`src/sv/tkt_pkg.sv`:
```
package tkt_pkg;

    localparam int TABLE_DEPTH_DEF = 16;
    localparam int KEY_W           = 16;
    localparam int VAL_W           = 32;
    localparam int GRP_W           = 3;
    localparam int GRP_MAX         = 4;
    localparam int STAT_W          = 2;
    localparam int SLOT_OUT_W      = 5;
    localparam int IN_DATA_W       = 152;
    localparam int OUT_DATA_W      = 56;
    localparam int APB_ADDR_W      = 3;
    localparam int APB_DATA_W      = 32;

    // result status codes
    localparam logic [STAT_W-1:0] ST_UPDATED = 2'd0;
    localparam logic [STAT_W-1:0] ST_ALLOC   = 2'd1;
    localparam logic [STAT_W-1:0] ST_FULL    = 2'd2;
    localparam logic [STAT_W-1:0] ST_FETCH   = 2'd3;

    // item kinds
    localparam logic KIND_UPDATE = 1'b0;
    localparam logic KIND_FETCH  = 1'b1;

    // one result item handed from the engine to the output stage
    typedef struct packed {
        logic                  full_error;
        logic [VAL_W-1:0]      pair_value;
        logic [KEY_W-1:0]      pair_key;
        logic [SLOT_OUT_W-1:0] slot_index;
        logic [STAT_W-1:0]     status;
    } res_t;

    // group size 0 counts as 1, anything above four as four
    function automatic logic [GRP_W-1:0] norm_group(input logic [GRP_W-1:0] g);
        logic [GRP_W-1:0] r;
        begin
            r = g;
            if (g == '0)
                r = GRP_W'(1);
            else if (g > GRP_W'(GRP_MAX))
                r = GRP_W'(GRP_MAX);
            return r;
        end
    endfunction

endpackage

```
`src/sv/telemetry_key_table_round_robin_top.sv`:
```
// Telemetry slot table: update beats (tuser 0) look up a 16-bit key among the used slots and
// write one to four values into its group, allocating the next free consecutive slots for a
// new key or reporting a sticky full error; fetch beats (tuser 1) return the next key and
// value in round-robin order. Each beat yields exactly one result beat. The block holds one
// item at a time: a fetch reads at most one slot and then builds its result, while an update
// is paced by the key search that reads one slot per cycle from the key memory followed by
// one value write per cycle. A finished result sits in the output register, so the next item
// is accepted while it waits. Table contents need no clearing pass after reset, since only
// slots below the fill count are ever read.
module telemetry_key_table_round_robin_top #(
    parameter int TABLE_DEPTH = tkt_pkg::TABLE_DEPTH_DEF
) (
    input  logic                             clk,
    input  logic                             rst_n,
    // fields from bit 0: app_key, group_size, value_0, value_1, value_2, value_3, zero pad
    input  logic [tkt_pkg::IN_DATA_W-1:0]    s_tdata,
    // fields from bit 0: kind
    input  logic                             s_tuser,
    input  logic                             s_tvalid,
    output logic                             s_tready,
    // fields from bit 0: status, slot_index, pair_key, pair_value, full_error
    output logic [tkt_pkg::OUT_DATA_W-1:0]   m_tdata,
    output logic                             m_tvalid,
    input  logic                             m_tready,
    input  logic                             psel,
    input  logic                             penable,
    input  logic                             pwrite,
    input  logic [tkt_pkg::APB_ADDR_W-1:0]   paddr,
    input  logic [tkt_pkg::APB_DATA_W-1:0]   pwdata,
    output logic [tkt_pkg::APB_DATA_W-1:0]   prdata,
    output logic                             pready
);
    import tkt_pkg::*;

    localparam logic REG_UNUSED_KEY = 1'b0;

    logic [KEY_W-1:0]      unused_key_reg;
    logic                  m_tvalid_reg;
    logic [OUT_DATA_W-1:0] m_tdata_reg;
    logic                  res_valid;
    logic                  res_ready;
    res_t                  res;

    // register port
    assign pready = 1'b1;
    assign prdata = (paddr[2] == REG_UNUSED_KEY) ? APB_DATA_W'(unused_key_reg) : '0;

    always_ff @(posedge clk or negedge rst_n)
    begin
        if (!rst_n)
            unused_key_reg <= '0;
        else if (psel && penable && pwrite && pready && (paddr[2] == REG_UNUSED_KEY))
            unused_key_reg <= pwdata[KEY_W-1:0];
    end

    tkt_engine #(
        .TABLE_DEPTH (TABLE_DEPTH)
    ) u_engine (
        .clk             (clk),
        .rst_n           (rst_n),
        .unused_key_code (unused_key_reg),
        .in_valid        (s_tvalid),
        .in_ready        (s_tready),
        .in_kind         (s_tuser),
        .in_key          (s_tdata[KEY_W-1:0]),
        .in_group        (s_tdata[KEY_W +: GRP_W]),
        .in_values       (s_tdata[KEY_W+GRP_W +: 4*VAL_W]),
        .res_valid       (res_valid),
        .res_ready       (res_ready),
        .res             (res)
    );

    // output register
    assign res_ready = !m_tvalid_reg || m_tready;
    assign m_tvalid  = m_tvalid_reg;
    assign m_tdata   = m_tdata_reg;

    always_ff @(posedge clk or negedge rst_n)
    begin
        if (!rst_n)
            m_tvalid_reg <= 1'b0;
        else if (res_ready)
            m_tvalid_reg <= res_valid;
    end

    always_ff @(posedge clk)
    begin
        if (res_valid && res_ready)
            m_tdata_reg <= OUT_DATA_W'(res);
    end

    // checks
    a_one_item: assert property (@(posedge clk) disable iff (!rst_n)
        (s_tvalid && s_tready) |=> !s_tready)
        else $error("second item accepted while one is in work");

    a_handover: assert property (@(posedge clk) disable iff (!rst_n)
        (res_valid && res_ready) |=> (m_tvalid && m_tdata == OUT_DATA_W'($past(res))))
        else $error("result beat lost in output register");

    a_full_flag: assert property (@(posedge clk) disable iff (!rst_n)
        (res_valid && res.status == ST_FULL) |-> res.full_error)
        else $error("rejected allocation without full error");

endmodule

```
`src/sv/tkt_engine.sv`:
```
module tkt_engine #(
    parameter int TABLE_DEPTH = tkt_pkg::TABLE_DEPTH_DEF
) (
    input  logic                       clk,
    input  logic                       rst_n,
    input  logic [tkt_pkg::KEY_W-1:0]  unused_key_code,
    input  logic                       in_valid,
    output logic                       in_ready,
    input  logic                       in_kind,
    input  logic [tkt_pkg::KEY_W-1:0]  in_key,
    input  logic [tkt_pkg::GRP_W-1:0]  in_group,
    input  logic [4*tkt_pkg::VAL_W-1:0] in_values,
    output logic                       res_valid,
    input  logic                       res_ready,
    output tkt_pkg::res_t              res
);
    import tkt_pkg::*;

    localparam int IDX_W = (TABLE_DEPTH > 1) ? $clog2(TABLE_DEPTH) : 1;
    localparam int CNT_W = $clog2(TABLE_DEPTH + 1);
    localparam int SUM_W = CNT_W + 1;

    localparam logic [2:0] S_IDLE  = 3'd0;
    localparam logic [2:0] S_FETCH = 3'd1;
    localparam logic [2:0] S_FWAIT = 3'd2;
    localparam logic [2:0] S_SRCH  = 3'd3;
    localparam logic [2:0] S_WRITE = 3'd4;
    localparam logic [2:0] S_DONE  = 3'd5;

    // table storage
    logic [KEY_W-1:0] key_mem [TABLE_DEPTH];
    logic [VAL_W-1:0] val_mem [TABLE_DEPTH];

    logic [2:0]       state_reg, state_next;
    logic [CNT_W-1:0] used_reg, used_next;
    logic [IDX_W-1:0] send_reg, send_next;
    logic             sticky_reg, sticky_next;

    logic [KEY_W-1:0] key_reg;
    logic [GRP_W-1:0] grp_reg;
    logic [VAL_W-1:0] vals_reg [GRP_MAX];

    logic [CNT_W-1:0] srch_reg, srch_next;
    logic             cmp_vld_reg, cmp_vld_next;
    logic [IDX_W-1:0] cmp_idx_reg, cmp_idx_next;
    logic [IDX_W-1:0] first_reg, first_next;
    logic             alloc_reg, alloc_next;
    logic [1:0]       wcnt_reg, wcnt_next;
    res_t             res_reg, res_next;

    logic             rd_en;
    logic [IDX_W-1:0] rd_addr;
    logic [KEY_W-1:0] key_rd_reg;
    logic [VAL_W-1:0] val_rd_reg;

    logic             wr_en;
    logic [IDX_W-1:0] wr_addr;
    logic [SUM_W-1:0] wr_sum;
    logic [IDX_W-1:0] fsel;
    logic             hit;

    assign in_ready  = (state_reg == S_IDLE);
    assign res_valid = (state_reg == S_DONE);
    assign res       = res_reg;

    // fetch slot: a stale pointer falls back to slot 0
    assign fsel = (CNT_W'(send_reg) < used_reg) ? send_reg : '0;
    assign hit  = cmp_vld_reg && (key_rd_reg == key_reg);
    assign wr_sum  = SUM_W'(first_reg) + SUM_W'(wcnt_reg);
    assign wr_addr = wr_sum[IDX_W-1:0];

    // sequencer
    always_comb
    begin
        state_next   = state_reg;
        used_next    = used_reg;
        send_next    = send_reg;
        sticky_next  = sticky_reg;
        srch_next    = srch_reg;
        cmp_vld_next = 1'b0;
        cmp_idx_next = cmp_idx_reg;
        first_next   = first_reg;
        alloc_next   = alloc_reg;
        wcnt_next    = wcnt_reg;
        res_next     = res_reg;
        rd_en        = 1'b0;
        rd_addr      = fsel;
        wr_en        = 1'b0;
        unique case (state_reg)
            S_IDLE:
            begin
                if (in_valid)
                begin
                    srch_next  = '0;
                    state_next = (in_kind == KIND_FETCH) ? S_FETCH : S_SRCH;
                end
            end
            S_FETCH:
            begin
                if (used_reg == '0)
                begin
                    res_next.status     = ST_FETCH;
                    res_next.slot_index = '0;
                    res_next.pair_key   = unused_key_code;
                    res_next.pair_value = '0;
                    res_next.full_error = sticky_reg;
                    state_next = S_DONE;
                end
                else
                begin
                    rd_en      = 1'b1;
                    rd_addr    = fsel;
                    first_next = fsel;
                    if (CNT_W'(fsel) + CNT_W'(1) == used_reg)
                        send_next = '0;
                    else
                        send_next = fsel + IDX_W'(1);
                    state_next = S_FWAIT;
                end
            end
            S_FWAIT:
            begin
                res_next.status     = ST_FETCH;
                res_next.slot_index = SLOT_OUT_W'(first_reg);
                res_next.pair_key   = key_rd_reg;
                res_next.pair_value = val_rd_reg;
                res_next.full_error = sticky_reg;
                state_next = S_DONE;
            end
            S_SRCH:
            begin
                // one read issued per cycle, compared the cycle after
                if (hit)
                begin
                    first_next = cmp_idx_reg;
                    alloc_next = 1'b0;
                    wcnt_next  = '0;
                    state_next = S_WRITE;
                end
                else if (srch_reg < used_reg)
                begin
                    rd_en        = 1'b1;
                    rd_addr      = srch_reg[IDX_W-1:0];
                    cmp_vld_next = 1'b1;
                    cmp_idx_next = srch_reg[IDX_W-1:0];
                    srch_next    = srch_reg + CNT_W'(1);
                end
                else if (!cmp_vld_reg)
                begin
                    if (SUM_W'(used_reg) + SUM_W'(grp_reg) > SUM_W'(TABLE_DEPTH))
                    begin
                        sticky_next         = 1'b1;
                        res_next.status     = ST_FULL;
                        res_next.slot_index = SLOT_OUT_W'(TABLE_DEPTH);
                        res_next.pair_key   = '0;
                        res_next.pair_value = '0;
                        res_next.full_error = 1'b1;
                        state_next = S_DONE;
                    end
                    else
                    begin
                        first_next = used_reg[IDX_W-1:0];
                        used_next  = used_reg + CNT_W'(grp_reg);
                        alloc_next = 1'b1;
                        wcnt_next  = '0;
                        state_next = S_WRITE;
                    end
                end
            end
            S_WRITE:
            begin
                // values past the table end are dropped
                wr_en     = (wr_sum < SUM_W'(TABLE_DEPTH));
                wcnt_next = wcnt_reg + 2'd1;
                if (GRP_W'(wcnt_reg) == grp_reg - GRP_W'(1))
                begin
                    res_next.status     = alloc_reg ? ST_ALLOC : ST_UPDATED;
                    res_next.slot_index = SLOT_OUT_W'(first_reg);
                    res_next.pair_key   = '0;
                    res_next.pair_value = '0;
                    res_next.full_error = sticky_reg;
                    state_next = S_DONE;
                end
            end
            S_DONE:
            begin
                if (res_ready)
                    state_next = S_IDLE;
            end
            default:
            begin
                state_next = S_IDLE;
            end
        endcase
    end

    // control state
    always_ff @(posedge clk or negedge rst_n)
    begin
        if (!rst_n)
        begin
            state_reg   <= S_IDLE;
            used_reg    <= '0;
            send_reg    <= '0;
            sticky_reg  <= 1'b0;
            cmp_vld_reg <= 1'b0;
        end
        else
        begin
            state_reg   <= state_next;
            used_reg    <= used_next;
            send_reg    <= send_next;
            sticky_reg  <= sticky_next;
            cmp_vld_reg <= cmp_vld_next;
        end
    end

    // item capture and working registers
    always_ff @(posedge clk)
    begin
        if (in_valid && in_ready)
        begin
            key_reg  <= in_key;
            grp_reg  <= norm_group(in_group);
            for (int i = 0; i < GRP_MAX; i++)
                vals_reg[i] <= in_values[i*VAL_W +: VAL_W];
        end
        srch_reg    <= srch_next;
        cmp_idx_reg <= cmp_idx_next;
        first_reg   <= first_next;
        alloc_reg   <= alloc_next;
        wcnt_reg    <= wcnt_next;
        res_reg     <= res_next;
    end

    // synchronous read port, registered read data
    always_ff @(posedge clk)
    begin
        if (rd_en)
        begin
            key_rd_reg <= key_mem[rd_addr];
            val_rd_reg <= val_mem[rd_addr];
        end
    end

    // write port, keys only on a new allocation
    always_ff @(posedge clk)
    begin
        if (wr_en)
        begin
            val_mem[wr_addr] <= vals_reg[wcnt_reg];
            if (alloc_reg)
                key_mem[wr_addr] <= key_reg;
        end
    end

endmodule

```
`config.mk`:
```
export PLATFORM = sky130hd
export DESIGN_NAME = telemetry_key_table_round_robin_top
export DESIGN_NICKNAME = d
export VERILOG_FILES = /design/src/sv/tkt_pkg.sv /design/src/sv/telemetry_key_table_round_robin_top.sv /design/src/sv/tkt_engine.sv
export SDC_FILE = /design/constraint.sdc
export NUM_CORES = 1
export LEC_CHECK = 0
export ABC_AREA = 1
export BUFFER_PORTS_ARGS = -buffer_cell sky130_fd_sc_hd__buf_2
export CORE_MARGIN = 1.5
export CORE_UTILIZATION = 55
export DETAILED_ROUTE_END_ITERATION = 16
export GPL_ROUTABILITY_DRIVEN = 0
export GPL_TIMING_DRIVEN = 1
export HOLD_SLACK_MARGIN = 0.15
export PLACE_DENSITY = 0.72
export SETUP_SLACK_MARGIN = 0.02
export SLEW_MARGIN = 40
export SYNTH_ARGS = -nofsm -noshare
export SYNTH_HDL_FRONTEND = slang
export SYNTH_SLANG_ARGS = --single-unit
```
`constraint.sdc`:
```
create_clock -name clk -period 14.8 [get_ports clk]
set_clock_uncertainty 0.15 [all_clocks]
set_input_delay 3.7 -clock clk [delete_from_list [all_inputs] [get_ports clk]]
set_output_delay 3.7 -clock clk [all_outputs]
set_load 0.02 [all_outputs]
```
======== After elaboration in Yosys (flattened, before gate mapping) ========
Memory sizes are Yosys's and may differ from the RTL's. A register that Yosys moved wholly into a read port is not among the register bits.
Cells that the tools add are included.
operators by class
  add/subtract/negate cells ............... 8
  $lt $le $gt $ge ......................... 5
  eq/ne operators ......................... 24
  multiplexer cells ....................... 57
  bitwise logic cells ..................... 6
  reductions and logical operators ........ 26
operators by type and width
  cell                                                                              count
  56-bit two-way mux                                                                6
  56-bit case mux with 4 select lines                                               1
  4-bit two-way mux                                                                 10
  3-bit two-way mux                                                                 8
  5-bit AND reduction                                                               4
  3-bit case mux with 6 select lines                                                1
  1-bit two-way mux                                                                 17
  16-bit == test                                                                    1
  16-bit two-way mux                                                                1
  5-bit two-way mux                                                                 3
  2-bit by 1-bit inequality test with 1-bit output (second input constant)          7
  2-bit two-way mux                                                                 6
  2-bit inequality test (second input constant)                                     6
  4-bit AND reduction                                                               3
  5-bit case mux with 2 select lines                                                1
  4-bit case mux with 2 select lines                                                1
  7-bit AND reduction                                                               1
  5-bit by 3-bit adder with 6-bit output                                            1
  3-bit by 2-bit == test with 1-bit output (second input constant)                  2
  3-bit == test (second input constant)                                             2
  6-bit by 5-bit greater-than comparator with 1-bit output (second input constant)  1
  1-bit logical AND                                                                 6
  3-bit logical NOT                                                                 2
  6-bit by 5-bit less-than comparator with 1-bit output (second input constant)     1
  other kinds (26)                                                                  34
storage, ports and cells
  flip-flop bits (word level) ............. 178
  memory bits (writable) .................. 896
  logic and storage cells ................. 150
  memories kept ........................... 3
memories
  memory             depth  width  rd ports  clocked after memory_dff  write ports  line              RTL
  u_engine.val_mem   16     32     1         1                         1            tkt_engine.sv:32  logic [VAL_W-1:0] val_mem [TABLE_DEPTH];
  u_engine.key_mem   16     16     1         1                         1            tkt_engine.sv:31  logic [KEY_W-1:0] key_mem [TABLE_DEPTH];
  u_engine.vals_reg  4      32     1         1                         4            tkt_engine.sv:41  logic [VAL_W-1:0] vals_reg [GRP_MAX];

======== Longest topological paths before layout ========
  depth in word-level cells ............... 8
  gate-level depth with buffers ........... 17
  gate-level depth less buffers ........... 15

======== Cells and area by module ========
A second synthesis with hierarchy kept.
unflattened totals
  cells, all modules ...................... 4347
  area, all modules ....................... 47832.1 µm²
by module, submodules not included
  module                               instances  cells each  area each (µm²)  seq. area each (µm²)
  tkt_engine                           1          4160        45167.1          31470.2
  telemetry_key_table_round_robin_top  1          187         2665.1           2107.0

======== Worst setup path after synthesis ========
No wires, ideal clock.
  path kind ............................... input port to flip-flop
  start ................................... input s_tvalid
  end ..................................... register u_engine.grp_reg[0], enable pin
  setup time .............................. 0.656 ns
  arrival ................................. 9.788 ns
  required time ........................... 13.994 ns
  path slack .............................. 4.206 ns
  cell stages on the path ................. 2
  path through ............................ inv_1 > nor2_1
between the ends
  word-level cells in the longest chain between the ends .. 1
ends and longest elaborated chain
  item                    line                                       RTL
  start: declaration      telemetry_key_table_round_robin_top.sv:19  input logic s_tvalid,
  1-bit logical AND       tkt_engine.sv:221                          if (in_valid && in_ready)
  end signal: assignment  tkt_engine.sv:224                          grp_reg <= norm_group(in_group);
  end: declaration        tkt_engine.sv:40                           logic [GRP_W-1:0] grp_reg;
No other way between the ends.
A chain may end at the register's enable or synchronous reset.

======== Worst setup path in the final report ========
  start ................................... input paddr[2] (netlist bit)
  end ..................................... output prdata[9] (netlist bit)
between the ends
  word-level cells in the longest chain between the ends .. 1
ends and longest elaborated chain
  item                line                                       RTL
  start: declaration  telemetry_key_table_round_robin_top.sv:28  input logic [tkt_pkg::APB_ADDR_W-1:0] paddr,
  16-bit two-way mux  telemetry_key_table_round_robin_top.sv:46  assign prdata = (paddr[2] == REG_UNUSED_KEY) ? APB_DATA_W'(unused_key_reg) : '0;
  end: declaration    telemetry_key_table_round_robin_top.sv:30  output logic [tkt_pkg::APB_DATA_W-1:0] prdata,
No other way between the ends.

==> flow_metrics.tcl <==
set metrics [dict create \
    status "complete, no violations" \
    finalSetupTns_ns 0 \
    grt_overflow_total 0 \
    synth_xor_area_share_pct 0.202 \
    coreArea_mm2 0.0855 \
    cp-end-kind "output port" \
    place_inst 5573 \
    die-area_mm2 0.0886 \
    ys_seq_area_share_pct 70.3 \
    wirelength_mm 112 \
    syn_area_mm2 0.0477 \
    clock_sinks 1124 \
    ioPinCount 286 \
    cts_setup_buffers 0 \
    avgRoutedWirePerCell_um 19.4 \
    grt_max_degree 126 \
    critPathLaunch "paddr[2]" \
    synthFlopType "edfxtp_1" \
    cts_tree "yes" \
    final_antenna_net_count 0 \
    clockBufferDepth 3 \
    synthAdderAreaFrac_pct 0.529 \
    vias 31600 \
    p_per_area_mw_per_mm2 214 \
    syn_avg_cell_area_um2 11.0 \
    cap_violations 0 \
    start_kind "primary input" \
    first_iter_violations 3285 \
    cts_made_buffers 111 \
    synth_compound_area_share_pct 2.22 \
    worst_setup_hold_path_clk_slew_ns 0.06 \
    r2r_start "u_engine.key_reg[2]$_DFFE_PP_" \
    hp-start "u_engine.res[37]$_DFFE_PP_" \
    whs_path_depth 0 \
    synth_top_family_by_area "simple AND/OR/NAND/NOR gates" \
    crit_fanout 17 \
    drtPass1Iterations 6 \
    cts-resized-gates 0 \
    area_growth_pct 13.5 \
    root_buffer "clkbuf_16" \
    drv_slew 0 \
    drc 0 \
    yosys_warnings 0 \
    grt_pass1_vias 30500 \
    yosys_register_bits 1124 \
    grt_pass1_wl_mm 171 \
    synthSimpleGateAreaFrac_pct 17.1 \
    largest_reg_flops 512 \
    synthMuxAreaShare_pct 0.0236 \
    fmax_mhz 124 \
    io_buffers 245 \
    post_drt_via_cell_ratio 5.46 \
    clk_latency_ns 0.70 \
    synth_edf_count 1091 \
    die_height_um 298 \
    finalHoldViolCount 0 \
    finalPower_uw 11600 \
    crit_required_ns 10.95 \
    worst_pin_slew_ns 0.872 \
    initial_core_util_pct 55.8 \
    dp_hpwl_mm 61.8 \
    timing.final.crit_period_ns 8.08 \
    antenna_found_initial 1 \
    hold_class "reg2reg" \
    drive_above_1_share_pct 12.4 \
    crit_type "in2out" \
    ys_types 43 \
    final_util_pct 63.4 \
    synth-async-reset-ratio_pct 2.76 \
    grt_util_all_layers_pct 25.2 \
    htreeDepth 3 \
    p_leak_uw 0.0227 \
    layout.cells.non_filler 5781 \
    slew_headroom_pct 41.9 \
    rsz0062_at_grt "false" \
    cp.arrival_ns 4.23 \
    r2r_cells 17 \
    fin_nets 4758 \
    die_x_um 298 \
    layout_commonest_cell "edfxtp_1" \
    setup_viol 0 \
    rows 107 \
    ir_worst_vdd_uv 183 \
    most-common-layout-cells "edfxtp_1 (1091), nand3_1 (932), inv_1 (891)" \
    syn_inst 4322 \
    holdBufCountCts 0 \
    period_share_pct 54.6 \
    nFillCells 6369 \
]
==> area by class of cell <==
type	instances	area (um2)	share of cell area, %
Antenna cell	2	5.00	0.00923
Clock buffer	133	2860	5.28
Clock inverter	71	602	1.11
Inverter	908	3410	6.29
Multi-Input combinational cell	2075	10200	18.9
Sequential cell	1124	33600	62.0
Tap cell	1144	1430	2.64
Timing Repair Buffer	324	2080	3.84
==> report_power, final <==
group	total, uW	switching, uW	internal [uW]
clock network	2670	1180	1490
registers	4690	191	4500
logic	4230	3110	1120
total	11600	4480	7110
==> stage by stage <==
step	hold slack (ns)	setup slack (ns)	instance area (um2)
floorplan	0.250	4.21	47800
global placement	0.251	6.75	50200
detailed placement	0.255	6.71	50700
CTS	0.258	6.71	54100
global route	0.270	6.67	54200
finish	0.255	6.72	54200
==> cells in the mapped netlist, drive strengths merged, types with 2 or more instances <==
master      n  area (um2)
xor2        8        70.1
buf       167         912
nand4       8        50.1
or2         3        18.8
nand2     679        2560
clkinv      3        11.3
xnor2       3        26.3
a211oi      4        30.0
ha         17         213
edfxtp   1091       32800
inv       905        3400
o21ai      96         488
dfxtp       2        40.0
o21bai      3        22.5
nor4        2        12.5
o211ai      2        15.0
dfrtp      31         776
nor3       21         105
conb        2        7.51
fa          2        40.0
o2111ai     2        17.5
a21oi      24         120
nand3     937        4690
a31oi       4        25.0
o22ai      47         294
clkbuf     63         236
a21o        2        15.0
a22oi       3        22.5
nor2      188         726
==> final timing paths <==
| kind | slack [ns] | end |
|---|---|---|
| setup reg to reg | 9.73 | u_engine.val_rd_reg[24]$_DFFE_PP_ |
| hold reg to reg | 0.26 | m_tdata[37]$_DFFE_PP_ |
| setup / recovery | 6.72 | prdata[9] |
| max in group asynchronous | 11.37 | u_engine.sticky_reg$_DFFE_PN0P_ |
| hold / removal | 0.26 | m_tdata[37]$_DFFE_PP_ |
| min in group asynchronous | 2.81 | unused_key_reg[15]$_DFFE_PN0P_ |
==> per-layer routing <==
metal	share of wire [%]	wire (um)	GRT usage, %	vias to the layer above
met5	0.0071	8	0	-
met4	3.5	3920	10.3	2
met3	8.3	9260	3.65	264
met2	49	54500	43.0	1480
met1	40	44600	32.6	15100
li1	-	-	-	14800
==> critical path, stage by stage <==
cell    delay [ns]
buf_2         0.19
nor2_1        0.16
buf_2         0.18
==> cells by family (layout without fill, tap and decap cells) <==
logic type | count (synthesis) | after routing
XOR/XNOR | 11 | 11
multiplexers | 1 | 1
adder cells (fa/ha/maj) | 19 | 19
AO/OA/AOI/OAI | 188 | 188
buffers and inverters | 1138 | 1436
other | 2 | 19
AND/OR/NAND/NOR | 1839 | 1839
flip-flops | 1124 | 1124
(Power assumes the default switching activity.)
